`config.mk`:
```
export PLATFORM = sky130hd
export DESIGN_NAME = broadcast_quorum_tracker_unit
export DESIGN_NICKNAME = d
export VERILOG_FILES = /design/src/design/bqt_pkg.sv /design/src/design/bqt_core.sv /design/src/design/broadcast_quorum_tracker_unit.sv
export SDC_FILE = /design/constraint.sdc
export NUM_CORES = 1
export LEC_CHECK = 0
export ABC_AREA = 0
export BUFFER_PORTS_ARGS = -buffer_cell sky130_fd_sc_hd__buf_4
export CAP_MARGIN = 5
export CORE_ASPECT_RATIO = 1.5
export CORE_MARGIN = 2
export CORE_UTILIZATION = 40
export CTS_BUF_LIST = sky130_fd_sc_hd__clkbuf_8 sky130_fd_sc_hd__clkbuf_16
export CTS_CLUSTER_DIAMETER = 50
export CTS_CLUSTER_SIZE = 28
export DETAILED_ROUTE_END_ITERATION = 12
export HOLD_SLACK_MARGIN = 0.02
export PLACE_DENSITY = 0.56
export SYNTH_ARGS = -nofsm -noshare
export SYNTH_HDL_FRONTEND = slang
export SYNTH_HIERARCHICAL = 1
export SYNTH_SLANG_ARGS = --single-unit
```
`constraint.sdc`:
```
create_clock -name clk -period 15.2 [get_ports clk]
set_input_delay 1.52 -clock clk [delete_from_list [all_inputs] [get_ports clk]]
set_output_delay 1.52 -clock clk [all_outputs]
set_load 0.05 [all_outputs]
```
`src/design/bqt_pkg.sv`:
```
// ----------------------------------------------------------------------------
// bqt_pkg
// Shared types and codes of the broadcast quorum tracker.
// ----------------------------------------------------------------------------
package bqt_pkg;

  // message kinds carried in tuser
  localparam logic CMD_INIT       = 1'b0;
  localparam logic CMD_ECHO_READY = 1'b1;

  // configuration register indexes
  localparam logic [2:0] CFG_NODE_COUNT    = 3'd0;
  localparam logic [2:0] CFG_FAULT_BOUND   = 3'd1;
  localparam logic [2:0] CFG_OWN_ID        = 3'd2;
  localparam logic [2:0] CFG_TRACKED_COUNT = 3'd3;
  localparam logic [2:0] CFG_BLOCK_COUNT   = 3'd4;

  typedef struct packed {
    logic [3:0] node_count;
    logic [2:0] fault_bound;
    logic [3:0] own_id;
    logic [3:0] tracked_count;
    logic [3:0] block_count;
  } cfg_t;

  typedef struct packed {
    logic       command;
    logic [3:0] sender_id;
    logic       signature_ok;
    logic [2:0] block_index;
    logic [7:0] init_ack_bits;
    logic [7:0] echo_ack_bits;
    logic [7:0] echo_vote_bits;
    logic [7:0] ready_ack_bits;
    logic [7:0] ready_vote_bits;
    logic [7:0] digest_match_bits;
  } msg_t;

  typedef struct packed {
    logic       accepted;
    logic       want_init_reply;
    logic       want_er_reply;
    logic [7:0] init_flags;
    logic [7:0] echo_flags;
    logic [7:0] ready_flags;
    logic [7:0] echo_quorum_flags;
    logic [7:0] ready_quorum_flags;
    logic [7:0] done_flags;
    logic [3:0] done_total;
    logic       all_tracked_done;
  } result_t;

endpackage

```
`src/design/bqt_core.sv`:
```
// ----------------------------------------------------------------------------
// bqt_core
// Per-proposer vote state and its combinational update for one message.
// ----------------------------------------------------------------------------
module bqt_core
  import bqt_pkg::*;
#(
  parameter int NODE_LIMIT = 8,
  parameter int MAX_BLOCKS = 8
) (
  input  logic    clk,
  input  logic    rst,
  input  logic    fire,
  input  msg_t    msg,
  input  cfg_t    cfg,
  output result_t result
);

  localparam logic [3:0] CNT_MAX  = 4'd15;
  localparam logic [1:0] ECHO_BONUS = 2'd2;

  logic [MAX_BLOCKS-1:0] block_seen      [NODE_LIMIT];
  logic [3:0]            blocks_received [NODE_LIMIT];
  logic [3:0]            echo_counts     [NODE_LIMIT];
  logic [3:0]            ready_counts    [NODE_LIMIT];
  logic [NODE_LIMIT-1:0] echo_seen_from  [NODE_LIMIT];
  logic [NODE_LIMIT-1:0] ready_seen_from [NODE_LIMIT];
  logic [NODE_LIMIT-1:0] init_bits, echo_bits, ready_bits, done_bits;
  logic [3:0]            done_counter;

  logic [MAX_BLOCKS-1:0] block_seen_next      [NODE_LIMIT];
  logic [3:0]            blocks_received_next [NODE_LIMIT];
  logic [3:0]            echo_counts_next     [NODE_LIMIT];
  logic [3:0]            ready_counts_next    [NODE_LIMIT];
  logic [NODE_LIMIT-1:0] echo_seen_from_next  [NODE_LIMIT];
  logic [NODE_LIMIT-1:0] ready_seen_from_next [NODE_LIMIT];
  logic [NODE_LIMIT-1:0] init_bits_next, echo_bits_next, ready_bits_next, done_bits_next;
  logic [3:0]            done_counter_next;

  logic [3:0]            n_eff, d_eff, nb, quorum, s_full, done_inc;
  logic                  own_ok, acc, is_init, is_er;
  logic [NODE_LIMIT-1:0] om, sb, track_mask, node_mask, eq, rq, done_set;
  logic [MAX_BLOCKS-1:0] blk_bit;
  logic [4:0]            done_sum;

  function automatic logic [3:0] sat_add(input logic [3:0] v, input logic [1:0] d);
    logic [4:0] s;
    s = {1'b0, v} + {3'b000, d};
    return (s > {1'b0, CNT_MAX}) ? CNT_MAX : s[3:0];
  endfunction

  always_comb begin
    n_eff  = (cfg.node_count > 4'(NODE_LIMIT)) ? 4'(NODE_LIMIT) : cfg.node_count;
    d_eff  = (cfg.tracked_count > 4'(NODE_LIMIT)) ? 4'(NODE_LIMIT) : cfg.tracked_count;
    nb     = (cfg.block_count > 4'(MAX_BLOCKS)) ? 4'(MAX_BLOCKS) : cfg.block_count;
    quorum = (n_eff > {1'b0, cfg.fault_bound}) ? n_eff - {1'b0, cfg.fault_bound} : 4'd0;
    own_ok = (cfg.own_id != 4'd0) && (cfg.own_id <= 4'(NODE_LIMIT));
    om     = own_ok ? (NODE_LIMIT'(1) << (cfg.own_id - 4'd1)) : '0;
    acc    = (msg.sender_id != 4'd0) && (msg.sender_id <= n_eff) && msg.signature_ok;
    s_full = msg.sender_id - 4'd1;
    sb     = NODE_LIMIT'(1) << s_full;
    blk_bit = MAX_BLOCKS'(1) << msg.block_index;
    is_init = acc && (msg.command == CMD_INIT);
    is_er   = acc && (msg.command == CMD_ECHO_READY);
    for (int k = 0; k < NODE_LIMIT; k++) begin
      track_mask[k] = (4'(k) < d_eff);
      node_mask[k]  = (4'(k) < n_eff);
    end
  end

  always_comb begin
    logic       new_blk, init_done, ev, rv, rset;
    logic [3:0] br, ec, rc;
    logic [1:0] incs;
    init_bits_next  = init_bits;
    echo_bits_next  = echo_bits;
    ready_bits_next = ready_bits;
    done_bits_next  = done_bits;
    for (int k = 0; k < NODE_LIMIT; k++) begin
      // init path: only the sender's own row moves
      new_blk = is_init && (s_full == 4'(k)) && ({1'b0, msg.block_index} < nb)
                && !(|(block_seen[k] & blk_bit));
      br        = blocks_received[k] + 4'd1;
      init_done = new_blk && (br == nb);
      block_seen_next[k]      = new_blk ? (block_seen[k] | blk_bit) : block_seen[k];
      blocks_received_next[k] = new_blk ? br : blocks_received[k];

      // votes for proposer k
      ev = is_er && track_mask[k] && msg.digest_match_bits[k] && msg.echo_vote_bits[k]
           && !(|(echo_seen_from[k] & sb));
      rv = is_er && track_mask[k] && msg.digest_match_bits[k] && msg.ready_vote_bits[k]
           && !(|(ready_seen_from[k] & sb));

      ec = echo_counts[k];
      if (init_done) ec = sat_add(ec, ECHO_BONUS);
      if (ev)        ec = sat_add(ec, 2'd1);
      echo_counts_next[k] = ec;
      echo_seen_from_next[k] = (init_done || ev) ? (echo_seen_from[k] | sb)
                                                 : echo_seen_from[k];

      rset = ev && (ec >= quorum) && !ready_bits[k];
      incs = {1'b0, rset} + {1'b0, rv};
      rc   = sat_add(ready_counts[k], incs);
      ready_counts_next[k]    = rc;
      ready_seen_from_next[k] = rv ? (ready_seen_from[k] | sb) : ready_seen_from[k];

      // counts only grow, so the final count decides delivery
      done_set[k] = (incs != 2'd0) && (rc >= quorum) && !done_bits[k];

      if (init_done) begin
        init_bits_next[k] = 1'b1;
        echo_bits_next[k] = 1'b1;
      end
      if (rset)        ready_bits_next[k] = 1'b1;
      if (done_set[k]) done_bits_next[k]  = 1'b1;

      eq[k] = node_mask[k] && (echo_counts_next[k] >= quorum);
      rq[k] = node_mask[k] && (ready_counts_next[k] >= quorum);
    end
  end

  always_comb begin
    done_inc = 4'd0;
    for (int k = 0; k < NODE_LIMIT; k++) begin
      done_inc = done_inc + {3'b000, done_set[k]};
    end
    done_sum = {1'b0, done_counter} + {1'b0, done_inc};
    done_counter_next = (done_sum > {1'b0, CNT_MAX}) ? CNT_MAX : done_sum[3:0];
  end

  always_comb begin
    result.accepted        = acc;
    result.want_init_reply = acc && own_ok && (cfg.own_id <= cfg.tracked_count)
                             && !(|(msg.init_ack_bits[NODE_LIMIT-1:0] & om));
    result.want_er_reply   = is_er && (|(track_mask &
                             ((~msg.echo_ack_bits[NODE_LIMIT-1:0] & (echo_bits | om)) |
                              (~msg.ready_ack_bits[NODE_LIMIT-1:0] & ready_bits))));
    result.init_flags         = 8'(init_bits_next | om);
    result.echo_flags         = 8'(echo_bits_next | om);
    result.ready_flags        = 8'(ready_bits_next);
    result.echo_quorum_flags  = 8'(eq);
    result.ready_quorum_flags = 8'(rq);
    result.done_flags         = 8'(done_bits_next);
    result.done_total         = done_counter_next;
    result.all_tracked_done   = (done_counter_next == cfg.tracked_count);
  end

  always_ff @(posedge clk) begin
    if (rst) begin
      for (int k = 0; k < NODE_LIMIT; k++) begin
        block_seen[k]      <= '0;
        blocks_received[k] <= '0;
        echo_counts[k]     <= '0;
        ready_counts[k]    <= '0;
        echo_seen_from[k]  <= '0;
        ready_seen_from[k] <= '0;
      end
      init_bits    <= '0;
      echo_bits    <= '0;
      ready_bits   <= '0;
      done_bits    <= '0;
      done_counter <= '0;
    end else if (fire) begin
      for (int k = 0; k < NODE_LIMIT; k++) begin
        block_seen[k]      <= block_seen_next[k];
        blocks_received[k] <= blocks_received_next[k];
        echo_counts[k]     <= echo_counts_next[k];
        ready_counts[k]    <= ready_counts_next[k];
        echo_seen_from[k]  <= echo_seen_from_next[k];
        ready_seen_from[k] <= ready_seen_from_next[k];
      end
      init_bits    <= init_bits_next;
      echo_bits    <= echo_bits_next;
      ready_bits   <= ready_bits_next;
      done_bits    <= done_bits_next;
      done_counter <= done_counter_next;
    end
  end

endmodule

```
`src/design/broadcast_quorum_tracker_unit.sv`:
```
// ----------------------------------------------------------------------------
// broadcast_quorum_tracker_unit
// Reliable-broadcast vote bookkeeping: one parsed message in, one status out.
// ----------------------------------------------------------------------------
//  channel | dir | handshake          | payload
//  s_*     | in  | s_tvalid/s_tready  | s_tdata message fields, s_tuser command
//  m_*     | out | m_tvalid/m_tready  | m_tdata status fields
//  cfg_*   | in  | cfg_valid/cfg_ready| cfg_index, cfg_data
//
//  One message per cycle while m_tready is high; m_tvalid rises as out_reg loads.
//  The message register feeds the vote update, which writes state and the
//  result register in the same cycle.
//  Stalls on m_tready hold the result and, once the message register is full,
//  drop s_tready. rst is synchronous and clears all vote state; config
//  returns to N=4, f=1, own id 1, three tracked proposers, one block.
// ----------------------------------------------------------------------------
module broadcast_quorum_tracker_unit
  import bqt_pkg::*;
#(
  parameter int NODE_LIMIT = 8,
  parameter int MAX_BLOCKS = 8
) (
  input  logic        clk,
  input  logic        rst,
  input  logic        s_tvalid,
  output logic        s_tready,
  // sender_id[3:0], signature_ok[4], block_index[7:5], init_ack_bits[15:8],
  // echo_ack_bits[23:16], echo_vote_bits[31:24], ready_ack_bits[39:32],
  // ready_vote_bits[47:40], digest_match_bits[55:48]
  input  logic [55:0] s_tdata,
  // command[0]
  input  logic        s_tuser,
  output logic        m_tvalid,
  input  logic        m_tready,
  // accepted[0], want_init_reply[1], want_er_reply[2], init_flags[10:3],
  // echo_flags[18:11], ready_flags[26:19], echo_quorum_flags[34:27],
  // ready_quorum_flags[42:35], done_flags[50:43], done_total[54:51],
  // all_tracked_done[55]
  output logic [55:0] m_tdata,
  input  logic        cfg_valid,
  output logic        cfg_ready,
  input  logic [2:0]  cfg_index,
  input  logic [3:0]  cfg_data
);

  cfg_t    cfg;
  msg_t    in_msg;
  logic    in_valid;
  logic    advance;
  result_t core_result;
  result_t out_reg;

  assign cfg_ready = 1'b1;

  always_ff @(posedge clk) begin
    if (rst) begin
      cfg.node_count    <= 4'd4;
      cfg.fault_bound   <= 3'd1;
      cfg.own_id        <= 4'd1;
      cfg.tracked_count <= 4'd3;
      cfg.block_count   <= 4'd1;
    end else if (cfg_valid) begin
      case (cfg_index)
        CFG_NODE_COUNT:    cfg.node_count    <= cfg_data;
        CFG_FAULT_BOUND:   cfg.fault_bound   <= cfg_data[2:0];
        CFG_OWN_ID:        cfg.own_id        <= cfg_data;
        CFG_TRACKED_COUNT: cfg.tracked_count <= cfg_data;
        CFG_BLOCK_COUNT:   cfg.block_count   <= cfg_data;
        default: ;
      endcase
    end
  end

  // advance the held message whenever the result register can take it
  assign advance  = in_valid && (!m_tvalid || m_tready);
  assign s_tready = !in_valid || advance;

  always_ff @(posedge clk) begin
    if (rst) begin
      in_valid <= 1'b0;
    end else if (s_tready) begin
      in_valid <= s_tvalid;
    end
  end

  always_ff @(posedge clk) begin
    if (s_tvalid && s_tready) begin
      in_msg.command           <= s_tuser;
      in_msg.sender_id         <= s_tdata[3:0];
      in_msg.signature_ok      <= s_tdata[4];
      in_msg.block_index       <= s_tdata[7:5];
      in_msg.init_ack_bits     <= s_tdata[15:8];
      in_msg.echo_ack_bits     <= s_tdata[23:16];
      in_msg.echo_vote_bits    <= s_tdata[31:24];
      in_msg.ready_ack_bits    <= s_tdata[39:32];
      in_msg.ready_vote_bits   <= s_tdata[47:40];
      in_msg.digest_match_bits <= s_tdata[55:48];
    end
  end

  bqt_core #(
    .NODE_LIMIT (NODE_LIMIT),
    .MAX_BLOCKS (MAX_BLOCKS)
  ) u_core (
    .clk    (clk),
    .rst    (rst),
    .fire   (advance),
    .msg    (in_msg),
    .cfg    (cfg),
    .result (core_result)
  );

  always_ff @(posedge clk) begin
    if (rst) begin
      m_tvalid <= 1'b0;
    end else if (advance) begin
      m_tvalid <= 1'b1;
    end else if (m_tready) begin
      m_tvalid <= 1'b0;
    end
  end

  always_ff @(posedge clk) begin
    if (advance) begin
      out_reg <= core_result;
    end
  end

  assign m_tdata = {out_reg.all_tracked_done, out_reg.done_total, out_reg.done_flags,
                    out_reg.ready_quorum_flags, out_reg.echo_quorum_flags,
                    out_reg.ready_flags, out_reg.echo_flags, out_reg.init_flags,
                    out_reg.want_er_reply, out_reg.want_init_reply, out_reg.accepted};

  a_ready_only_on_stall: assert property (@(posedge clk) disable iff (rst)
    !s_tready |-> (in_valid && m_tvalid && !m_tready))
    else $error("input stalled without a blocked result");

  a_advance_fills_output: assert property (@(posedge clk) disable iff (rst)
    advance |=> m_tvalid)
    else $error("processed message produced no result");

  a_done_count_matches: assert property (@(posedge clk) disable iff (rst)
    m_tvalid |-> ($countones(out_reg.done_flags) == 32'(out_reg.done_total)))
    else $error("done_total disagrees with done_flags");

  a_reject_no_reply: assert property (@(posedge clk) disable iff (rst)
    (m_tvalid && !out_reg.accepted) |-> (!out_reg.want_init_reply && !out_reg.want_er_reply))
    else $error("reply requested for a rejected message");

endmodule

```
Yosys cells after proc, flatten, opt, wreduce, memory -nomap -nowiden

Memory sizes are Yosys's and may differ from the RTL's.
Index checks and enable logic that the tools add are counted.

Memory bits (writable): 288
Output and inout port bits: 59
Bits of input ports: 69
Memories kept: 6
Bits in read-only memories: 0
Latch bits: 0
Register bits: 170
Logic and storage cells: 686

Memory list:

| name                   | words | width | read ports | clocked after Yosys merged registers in | write ports | RTL line       | source |
|---|---|---|---|---|---|---|---|
| u_core.block_seen      | 8     | 8     | 8          | 0                                       | 8           | bqt_core.sv:22 | `logic [MAX_BLOCKS-1:0] block_seen [NODE_LIMIT];` |
| u_core.echo_seen_from  | 8     | 8     | 8          | 0                                       | 8           | bqt_core.sv:26 | `logic [NODE_LIMIT-1:0] echo_seen_from [NODE_LIMIT];` |
| u_core.ready_seen_from | 8     | 8     | 8          | 0                                       | 8           | bqt_core.sv:27 | `logic [NODE_LIMIT-1:0] ready_seen_from [NODE_LIMIT];` |
| u_core.blocks_received | 8     | 4     | 8          | 0                                       | 8           | bqt_core.sv:23 | `logic [3:0] blocks_received [NODE_LIMIT];` |
| u_core.echo_counts     | 8     | 4     | 8          | 0                                       | 8           | bqt_core.sv:24 | `logic [3:0] echo_counts [NODE_LIMIT];` |
| u_core.ready_counts    | 8     | 4     | 8          | 0                                       | 8           | bqt_core.sv:25 | `logic [3:0] ready_counts [NODE_LIMIT];` |

Div/mod/pow operators: 0
Add/subtract/negate cells: 51
Bitwise gates (word level): 107
Reductions and logical operators: 236
Eq/ne operators: 20
$mul: 0
Mux-type cells: 165
Order comparisons: 65
Shift operators: 3

Operators with widths:

| kind                | number |
|---|---|
| $mux 8              | 49 |
| $mux 4              | 77 |
| $and 8x8->8         | 28 |
| $or 8x8->8          | 28 |
| $reduce_or 8->1     | 26 |
| $logic_and 1x1->1   | 139 |
| $gt 5x4->1 const B  | 25 |
| $ge 4x4->1          | 16 |
| $or 1x1->1          | 48 |
| $logic_not 1->1     | 43 |
| $add 4x1->5 const B | 8 |
| $add 4x2->5         | 8 |
| $add 4x2->5 const B | 8 |
| $mux 1              | 39 |
| $eq 4x4->1          | 9 |
| $add 4x1->4 const B | 8 |
| $lt 3x4->1 const A  | 8 |
| $add 4x1->4         | 6 |
| $add 1x1->2         | 9 |
| $reduce_bool 2->1   | 9 |
| $eq 4x3->1 const B  | 4 |
| $lt 1x4->1 const A  | 4 |
| $lt 2x4->1 const A  | 4 |
| $not 8->8           | 2 |
| other kinds (21)    | 42 |

Depth between registers and ports, before layout

Gate-level depths: netlist of the first run.

Word-level depth: 36
Mapped depth: 48
Mapped depth without buffers: 46

Modules after synthesis

The synthesis of the first run kept the hierarchy.

Modules (own cells, without submodules):

| module                        | area each (um^2) | cells an instance | times used | sequential area each (um^2) |
|---|---|---|---|---|
| bqt_core                      | 20957.6          | 2206              | 1          | 9369.0 |
| broadcast_quorum_tracker_unit | 4290.4           | 199               | 1          | 3813.7 |

Worst setup path after synthesis of the first run

Ideal clock, no wire load.

Path kind: reg-to-reg
From: register cfg[18] (netlist name)
To: register out_reg, in the netlist m_tdata[55] (data pin)
Required time: 15024 ps
Period minus slack after synthesis: 9675 ps
Setup time: 176 ps
Arrival: 9499 ps
Path buffers: 2
Stages on the path, launching flop included: 49
Setup slack: 5525 ps
Cells stage by stage: dfxtp_1 > clkbuf_1 > clkinv_1 > nand2_1 > inv_1 > ha_1 > nand4b_1 > and3_1 > o21ai_2 > nor3b_1 > and2_1 > buf_2 > nand3_1 > o21a_1 > ha_1 > nand2_1 > o21ai_1 > o21bai_1 > (+13 left out) > a21o_1 > a21o_1 > a21oi_1 > nor3_1 > fa_1 > inv_1 > fa_1 > inv_1 > fa_1 > fa_1 > inv_1 > fa_1 > nor2b_1 > o21ai_0 > nor2b_1 > o21ai_0 > xnor2_1 > nor4_1

RTL lines:

| item                   | RTL line                             | source |
|---|---|---|
| end signal: assignment | broadcast_quorum_tracker_unit.sv:125 | `out_reg <= core_result;` |
| end: declaration       | broadcast_quorum_tracker_unit.sv:51  | `result_t out_reg;` |

==> impl_metrics.env, run 1 <==
export IMPL_pwr_density_cell_mw_per_mm2=104
export IMPL_synth_xor_area_share_pct=1.48
export IMPL_met1_length_um=29600
export IMPL_reg2reg_to="m_tdata[55]"
export IMPL_drc_errors=0
export IMPL_ant_nets=0
export IMPL_synth_edf_count=401
export IMPL_route_met2_wl_um=35600
export IMPL_hp_start="u_core/init_bits[2]"
export IMPL_synth_fa_ha_area_share_pct=8.44
export IMPL_finalCriticalPeriod_ns=10.98
export IMPL_p_leak_nw=11.5
export IMPL_synth_compound_area_share_pct=11.1
export IMPL_cp_top_family="adder cells"
export IMPL_start_util_pct=40.5
export IMPL_io_pins=128
export IMPL_fp_row_count=112
export IMPL_synthMuxAreaShare_pct=3.12
export IMPL_synth_distinct_cells=108
export IMPL_hold_viol_final=0
export IMPL_nNetsFinal=2730
export IMPL_final_cell_mix="nor2_1 (586), edfxtp_1 (401), buf_4 (169), ha_1 (148), nand2_1 (145)"
export IMPL_clock_sinks=458
export IMPL_place_area_mm2=0.0270
export IMPL_layout_commonest_cell="nor2_1"
export IMPL_holdPathEnd="u_core/init_bits[2]"
export IMPL_post_cts_resize_count=0
export IMPL_yosys_area_top_type="edfxtp_1"
export IMPL_yosysWarnings=6
export IMPL_r2r_cells=46
export IMPL_reg2reg_from="cfg[18]"
export IMPL_cts_root_buffer="clkbuf_16"
export IMPL_vias_per_cell=5.54
export IMPL_synthArstFlopShare_pct=0
export IMPL_tritoncts="yes"
export IMPL_ys_seq_area_share_pct=52.2
export IMPL_fillers=5841
export IMPL_critical_path_class="reg2reg"
export IMPL_synth_top_family_by_area="simple AND/OR/NAND/NOR gates"
export IMPL_drtIter0Drc=1342
export IMPL_synth_simple_area_share_pct=20.2
export IMPL_syn_inst=2405
export IMPL_yosys_register_bits=458
export IMPL_maxUsedRoutingLayer="met4"
export IMPL_cp_end_kind="flop"
export IMPL_wl_per_cell_um=21.2
export IMPL_cts_hold_buffers=0
export IMPL_slew_viol_final=0
export IMPL_clockBufferDepth=3
export IMPL_period_share_pct=72.2
export IMPL_syn_to_final_growth_pct=12.7
export IMPL_antenna_found_initial=0
export IMPL_syn_nets=2636
export IMPL_fmax_ghz=0.0911
export IMPL_outcome="finished, final reports clean"
export IMPL_yosys_area_top_type_share_pct=47.7
export IMPL_maxSlewHeadroom_pct=28.5
export IMPL_grt_max_degree=87
export IMPL_post_route_cell_area_mm2=0.0285
export IMPL_crit_arrival_ns=11.37
export IMPL_route_vias_total=18500
export IMPL_grt_pass1_wl_um=108000
export IMPL_slowest_stage="o21ai_2"
export IMPL_final_util_pct=45.6
export IMPL_grt_pass1_vias=18200
export IMPL_gp_congestion=0.859
export IMPL_ir_worst_vdd_mv=0.0823
export IMPL_r2r_slack_ns=4.22
export IMPL_rsz0062_at_grt="false"
export IMPL_required_ns=15.59
export IMPL_fin_skew_ns=0.0221
export IMPL_routed_wl_um=70500
export IMPL_critical_path_max_stage_delay_ns=0.59
export IMPL_dpl_hpwl_um=50100
export IMPL_syn_avg_cell_area_um2=10.5
export IMPL_maxCapViolCount=0
export IMPL_drive_above_1_share_pct=13.3
export IMPL_cts_setup_buffers=0
export IMPL_port_buffers=126
export IMPL_start_kind="flop"
export IMPL_path_buf_inv=5
export IMPL_p_total_mw=2.97
export IMPL_syn_area_mm2=0.0252
export IMPL_clk_pin_slew_worst_paths_ns=0.08
export IMPL_grt_use_total_pct=21.5
export IMPL_path_depth=46
export IMPL_synth_area_leaders="edfxtp_1 (48%), nor2_1 (8.7%), ha_1 (7.3%)"
export IMPL_placedCellCount=3253
export IMPL_ctsHtreeMaxLevel=2
export IMPL_clock_latency_ns=0.58
export IMPL_first_pass_iters=5
export IMPL_pre_cts_ws_ns=4.30
export IMPL_hp_class="reg2reg"
export IMPL_holdPathStages=2
export IMPL_setup_ws_ns=4.22
export IMPL_die_area_mm2=0.0652
export IMPL_setup_viol=0
export IMPL_tns_ns=0
export IMPL_worst_pin_slew_ns=1.06
export IMPL_hold_slack_ns=0.465
export IMPL_cts_buffers=42
export IMPL_die_h_um=312
export IMPL_coreArea_mm2=0.0624
export IMPL_fin_cells=3332
export IMPL_grt_ovfl_total=0
export IMPL_met3_length_um=3160
export IMPL_die_w_um=209
export IMPL_cp_max_fo=10
export IMPL_synth_top_flop_cell="edfxtp_1"
## report_power, final
part           leakage [nW]  internal (mW)  switching (mW)  total [mW]
clock                 0.707          0.586           0.545        1.13
sequential             4.54           1.44          0.0442        1.48
combinational          6.21          0.133           0.228       0.361
## flip-flops by register name, indices dropped and copies added, names as in the netlist, 19 cells and up
| signal | flops |
|---|---|
| u_core/block_seen | 64 |
| u_core/echo_seen_from | 64 |
| u_core/ready_seen_from | 64 |
| in_msg | 57 |
| m_tdata | 56 |
| u_core/blocks_received | 32 |
| u_core/echo_counts | 32 |
| u_core/ready_counts | 32 |
| cfg | 19 |
## synthesized netlist by cell type, types with 14 or more instances
| master | n |
|---|---|
| or3_1 | 16 |
| buf_2 | 18 |
| inv_1 | 73 |
| ha_1 | 148 |
| nor3_1 | 39 |
| o21ai_0 | 54 |
| nand4_1 | 15 |
| fa_1 | 14 |
| clkbuf_1 | 69 |
| a21oi_1 | 105 |
| dfxtp_1 | 57 |
| nor2b_1 | 35 |
| edfxtp_1 | 401 |
| and3_1 | 15 |
| a31o_2 | 14 |
| nand2b_1 | 55 |
| a31oi_1 | 29 |
| a22oi_1 | 17 |
| nor2_1 | 586 |
| mux2i_1 | 47 |
| nand2_1 | 146 |
| xnor2_1 | 28 |
| a21o_1 | 48 |
| and2_1 | 45 |
| nand3_1 | 27 |
| or2_2 | 15 |
## cells by family (layout without fill, tap and decap cells)
logic type / after synthesis / count (layout)
compound gates: 404 / 404
xor+xnor: 41 / 41
simple gates: 1075 / 1075
mux: 69 / 69
flops: 458 / 458
other cells: 1 / 2
fa+ha+maj: 162 / 162
buf+inv: 195 / 323
## per-layer routing
layer | vias up | track usage (%)
met4 | 0 | 6.85
li1 | 8840 | -
met3 | 88 | 2.62
met2 | 466 | 38.5
met5 | - | 0
met1 | 9058 | 26.9
## final cells by class
class / instances / area [µm²] / area share (%)
Sequential cell: 458 / 13200 / 46.3
Clock inverter: 33 / 354 / 1.24
Timing Repair Buffer: 169 / 1270 / 4.46
Antenna cell: 1 / 2.50 / 0.00879
Tap cell: 798 / 998 / 3.51
Inverter: 76 / 285 / 1.00
Multi-Input combinational cell: 1752 / 11200 / 39.5
Clock buffer: 45 / 1130 / 3.96
## worst min-delay path: cells and delay by family, from the launching register on
kind | cells | cell delay (ns)
simple gates | 1 | 0.07
compound gates | 1 | 0.04
flops | 1 | 0.33
## worst max path at each step
stage / startpoint / to
after CTS: cfg[18] / m_tdata[55]
after global routing: cfg[18] / m_tdata[55]
after floorplan: cfg[18] / m_tdata[55]
after global placement: cfg[18] / m_tdata[55]
final: cfg[18] / m_tdata[55]
after detailed placement: cfg[18] / m_tdata[55]
Note: power is estimated with default switching activity, not from simulation.
==> run 2: changes to the inputs <==
- PLACE_DENSITY: 0.56 -> 0.58
- clock period: 15.2 -> 9.51 ns (I/O delays scaled with it)
==> run 2 against run 1 <==
Cell count rose by 3.0%. Largest power group unchanged. Non-clock buffer count rose by 104. Register-to-register slack got worse by 3.8 ns. Combinational power rose by 76%. Critical endpoint unchanged.
==> impl_metrics.env, run 2 (synthesis gave the netlist of run 1 again) <==
export IMPL_outcome="finished, final reports clean"
export IMPL_worst_pin_slew_ns=0.959
export IMPL_critical_path_max_stage_delay_ns=0.53
export IMPL_grt_ovfl_total=0
export IMPL_clk_pin_slew_worst_paths_ns=0.10
export IMPL_place_area_mm2=0.0276
export IMPL_start_util_pct=40.5
export IMPL_die_area_mm2=0.0652
export IMPL_dpl_hpwl_um=51400
export IMPL_maxCapViolCount=0
export IMPL_port_buffers=126
export IMPL_pwr_density_cell_mw_per_mm2=162
export IMPL_hold_viol_final=0
export IMPL_coreArea_mm2=0.0624
export IMPL_final_cell_mix="nor2_1 (583), edfxtp_1 (401), buf_4 (267), nand2_1 (145), ha_1 (145)"
export IMPL_slowest_stage="fa_1"
export IMPL_fmax_ghz=0.109
export IMPL_route_vias_total=18900
export IMPL_fin_skew_ns=0.0429
export IMPL_n_antenna_cell=0
export IMPL_finalCriticalPeriod_ns=9.14
export IMPL_vias_per_cell=5.52
export IMPL_nNetsFinal=2834
export IMPL_clock_latency_ns=0.61
export IMPL_p_leak_nw=12.0
export IMPL_drtIter0Drc=1236
export IMPL_gp_congestion=0.917
export IMPL_routed_wl_um=72000
export IMPL_io_pins=128
export IMPL_period_share_pct=96.1
export IMPL_ctsHtreeMaxLevel=2
export IMPL_ant_nets=0
export IMPL_met3_length_um=3380
export IMPL_hp_class="reg2reg"
export IMPL_setup_viol=0
export IMPL_route_met2_wl_um=36100
export IMPL_start_kind="flop"
export IMPL_grt_pass1_wl_um=110000
export IMPL_drive_above_1_share_pct=18.6
export IMPL_die_w_um=209
export IMPL_met1_length_um=29700
export IMPL_grt_use_total_pct=21.9
export IMPL_critical_path_class="reg2reg"
export IMPL_clock_sinks=458
export IMPL_cp_end_kind="flop"
export IMPL_cts_root_buffer="clkbuf_16"
export IMPL_post_route_cell_area_mm2=0.0295
export IMPL_tritoncts="yes"
export IMPL_cts_buffers=42
export IMPL_antenna_found_initial=0
export IMPL_final_util_pct=47.3
export IMPL_wl_per_cell_um=21.0
export IMPL_crit_arrival_ns=9.55
export IMPL_maxSlewHeadroom_pct=35.8
export IMPL_fp_row_count=112
export IMPL_first_pass_iters=7
export IMPL_reg_top3="u_core/block_seen (64), u_core/echo_seen_from (64), u_core/ready_seen_from (64)"
export IMPL_die_h_um=312
export IMPL_ir_worst_vdd_mv=0.114
export IMPL_slew_viol_final=0
export IMPL_critPathMostFrequentCell="ha_1"
export IMPL_grt_pass1_vias=18900
export IMPL_drc_errors=0
export IMPL_layout_commonest_cell="nor2_1"
export IMPL_clockBufferDepth=3
export IMPL_syn_to_final_growth_pct=16.9
export IMPL_cp_max_fo=9
export IMPL_grt_max_degree=136
export IMPL_maxUsedRoutingLayer="met4"
export IMPL_required_ns=9.92
run 2: power breakdown:
part / internal (mW) / switching, mW
logic: 0.250 / 0.386
clock network: 0.930 / 0.862
registers: 2.30 / 0.0704
total: 3.48 / 1.32
run 2: layout make-up:
type                    count  area (µm²)
clock buffers              45        1130
clock inverters            29         303
fillers                  5729       32800
inverters                  76         287
multi-input cells        1752       11500
flip-flops and latches    458       13200
well taps                 798         998
repair buffers            273        2110
run 2: repair_timing:
item	CTS	global route
gates resized for setup	11	63
cloned	0	0
endpoints found under the setup margin	5	9
hold buffers	0	0
pin swaps	3	27
setup buffers	3	22
run 2: worst max-delay path: cells and delay by family, from the launching register on:
kind,cells,cell delay (ns)
xor+xnor,1,0.13
compound gates,11,1.77
flops,1,0.50
fa+ha+maj,11,3.78
simple gates,13,2.09
buf+inv,6,0.65
run 2: path summary, 6_finish.rpt:
check	from	endpoint	slack [ns]	cells past startpoint
hold reg to reg	u_core/init_bits[5]	u_core/init_bits[5]	0.47	2
hold / removal	u_core/init_bits[5]	u_core/init_bits[5]	0.47	2
setup / recovery	in_msg[55]	m_tdata[55]	0.37	42
setup reg to reg	in_msg[55]	m_tdata[55]	0.37	42
run 2: metrics by stage:
step | hold WS, ns | worst slack, ns | cells | TNS [ns] | power, mW
floorplan | 0.430 | 0.0157 | 2405 | 0 | 2.79
global placement | 0.441 | 0.0939 | 3333 | 0 | 3.00
detailed placement | 0.451 | -0.210 | 3333 | -0.239 | 3.02
CTS | 0.470 | 0.000758 | 3410 | 0 | 4.82
global route | 0.486 | -0.0869 | 3431 | -0.0869 | 4.98
finish | 0.465 | 0.372 | 3431 | 0 | 4.80
run 2: per-layer routing:
layer / vias up / track usage [%]
met3: 128 / 2.65
met1: 9228 / 27.0
met4: 0 / 8.85
met2: 548 / 38.7
li1: 9037 / -
met5: - / 0
==> run 3: changes to the inputs <==
- CORE_UTILIZATION: 40 -> 35
- PLACE_DENSITY: 0.58 -> 0.52
==> run 3 against run 2 <==
Non-clock buffer count increased by 4. Total power increased by 3.5%. Clock skew down 0.0090 ns. Clock power up 10%. First-iteration DRC count increased by 4.7%. Largest cell class unchanged. Critical endpoint unchanged.
==> impl_metrics.env, run 3 (synthesis gave the netlist of run 1 again) <==
export IMPL_outcome="finished, final reports clean"
export IMPL_final_cell_mix="nor2_1 (581), edfxtp_1 (401), buf_4 (268), ha_1 (146), nand2_1 (144)"
export IMPL_clk_pin_slew_worst_paths_ns=0.08
export IMPL_fillers=6853
export IMPL_fmax_ghz=0.109
export IMPL_start_kind="flop"
export IMPL_cp_end_kind="flop"
export IMPL_setup_viol=0
export IMPL_gp_congestion=0.900
export IMPL_route_vias_total=18900
export IMPL_cp_max_fo=8
export IMPL_finalCriticalPeriod_ns=9.16
export IMPL_coreArea_mm2=0.0715
export IMPL_antenna_found_initial=0
export IMPL_wl_per_cell_um=20.8
export IMPL_fin_cells=3564
export IMPL_placedCellCount=3467
export IMPL_clock_latency_ns=0.60
export IMPL_die_w_um=223
export IMPL_worst_pin_slew_ns=1.16
export IMPL_critical_path_class="reg2reg"
export IMPL_die_area_mm2=0.0743
export IMPL_cts_buffers=47
export IMPL_maxCapViolCount=0
export IMPL_grt_max_degree=100
export IMPL_clock_sinks=458
export IMPL_dpl_hpwl_um=53300
export IMPL_period_share_pct=96.3
export IMPL_grt_ovfl_total=0
export IMPL_syn_to_final_growth_pct=18.2
export IMPL_vias_per_cell=5.30
export IMPL_critical_path_max_stage_delay_ns=0.59
export IMPL_drive_above_1_share_pct=19.0
export IMPL_routed_wl_um=74100
export IMPL_grt_pass1_wl_um=113000
export IMPL_tns_ns=0
export IMPL_slowest_stage="or4b_4"
export IMPL_reg_top3="u_core/block_seen (64), u_core/echo_seen_from (64), u_core/ready_seen_from (64)"
export IMPL_route_met2_wl_um=38400
export IMPL_drtIter0Drc=1294
export IMPL_ctsHtreeMaxLevel=2
export IMPL_maxUsedRoutingLayer="met4"
export IMPL_ant_nets=0
export IMPL_met3_length_um=2910
export IMPL_fin_skew_ns=0.0339
export IMPL_pwr_density_cell_mw_per_mm2=166
export IMPL_required_ns=9.94
export IMPL_layout_commonest_cell="nor2_1"
export IMPL_p_total_mw=4.96
export IMPL_ir_worst_vdd_mv=0.113
export IMPL_grt_use_total_pct=19.7
export IMPL_clockBufferDepth=3
export IMPL_first_pass_iters=5
export IMPL_crit_arrival_ns=9.59
export IMPL_met1_length_um=30600
export IMPL_nNetsFinal=2843
export IMPL_slew_viol_final=0
export IMPL_drc_errors=0
export IMPL_hold_viol_final=0
export IMPL_start_util_pct=35.3
export IMPL_cts_root_buffer="clkbuf_16"
export IMPL_hp_class="reg2reg"
export IMPL_maxSlewHeadroom_pct=21.7
export IMPL_fp_row_count=120
export IMPL_io_pins=128
export IMPL_tritoncts="yes"
export IMPL_die_h_um=333
export IMPL_grt_pass1_vias=18900
export IMPL_port_buffers=126
export IMPL_p_leak_nw=12.1
export IMPL_critPathMostFrequentCell="a21o_1"
export IMPL_n_antenna_cell=0
## run 3: cell types whose count changed in the layout (fill, tap and decap cells not counted), moves of 2 or more
cell / delta
clkinv_8: +3
bufinv_16: +3
a31oi_2: +2
buf_6: +3
nor2_2: +3
nor2_1: -2
inv_6: -3
clkinv_4: +7
clkbuf_16: +2
a31oi_4: -2
## run 3: path summary, 6_finish.rpt
check                        from                    to  cells after the start  slack, ns
max                    in_msg[52]           m_tdata[55]                     43       0.35
min          u_core/ready_bits[1]  u_core/ready_bits[1]                      2       0.47
max reg2reg            in_msg[52]           m_tdata[55]                     43       0.35
min reg2reg  u_core/ready_bits[1]  u_core/ready_bits[1]                      2       0.47
## run 3: per-layer routing
metal	vias to the layer above	GRT usage (%)
li1	9048	-
met1	9297	23.7
met2	431	36.6
met3	99	2.37
met4	0	6.10
met5	-	0
## run 3: power breakdown
part | internal [mW] | total (mW) | switching, mW
logic | 0.249 | 0.632 | 0.382
clock network | 1.06 | 1.97 | 0.909
registers | 2.30 | 2.37 | 0.0692
total | 3.60 | 4.96 | 1.36
## run 3: area by class of cell
cell class	instances	area, µm²	share of cell area [%]
Clock buffer	47	1180	3.94
Timing Repair Buffer	277	2150	7.19
Clock inverter	39	445	1.49
Multi-Input combinational cell	1752	11500	38.4
Sequential cell	458	13200	44.2
Inverter	76	287	0.960
Tap cell	915	1140	3.84
## run 3: timing repair
item / in CTS / in global routing
setup endpoints to repair: 1 / 9
setup buffers: 1 / 10
pin swaps: 1 / 19
hold buffers: 0 / 0
gates resized for setup: 6 / 61
## run 3: worst max-delay path: cells and delay by family, from the launching register on
family / cells / cell delay [ns]
and+or+nand+nor: 11 / 2.25
AOI/OAI and AO/OA: 14 / 2.06
adders and majority gates: 10 / 3.26
xor gates and xnor gates: 1 / 0.14
buffers and inverters: 7 / 0.80
DFF: 1 / 0.44
## run 3: through the flow
stage / util (%) / hold WS (ns) / cell area [µm²] / worst slack [ns]
floorplan: - / 0.430 / 25300 / 0.0157
global placement: 39.0 / 0.443 / 27900 / 0.0113
detailed placement: 39.0 / 0.454 / 27900 / -0.0747
CTS: 41.4 / 0.472 / 29600 / 0.0107
global route: 41.8 / 0.490 / 29800 / -0.0840
finish: 41.8 / 0.469 / 29800 / 0.354
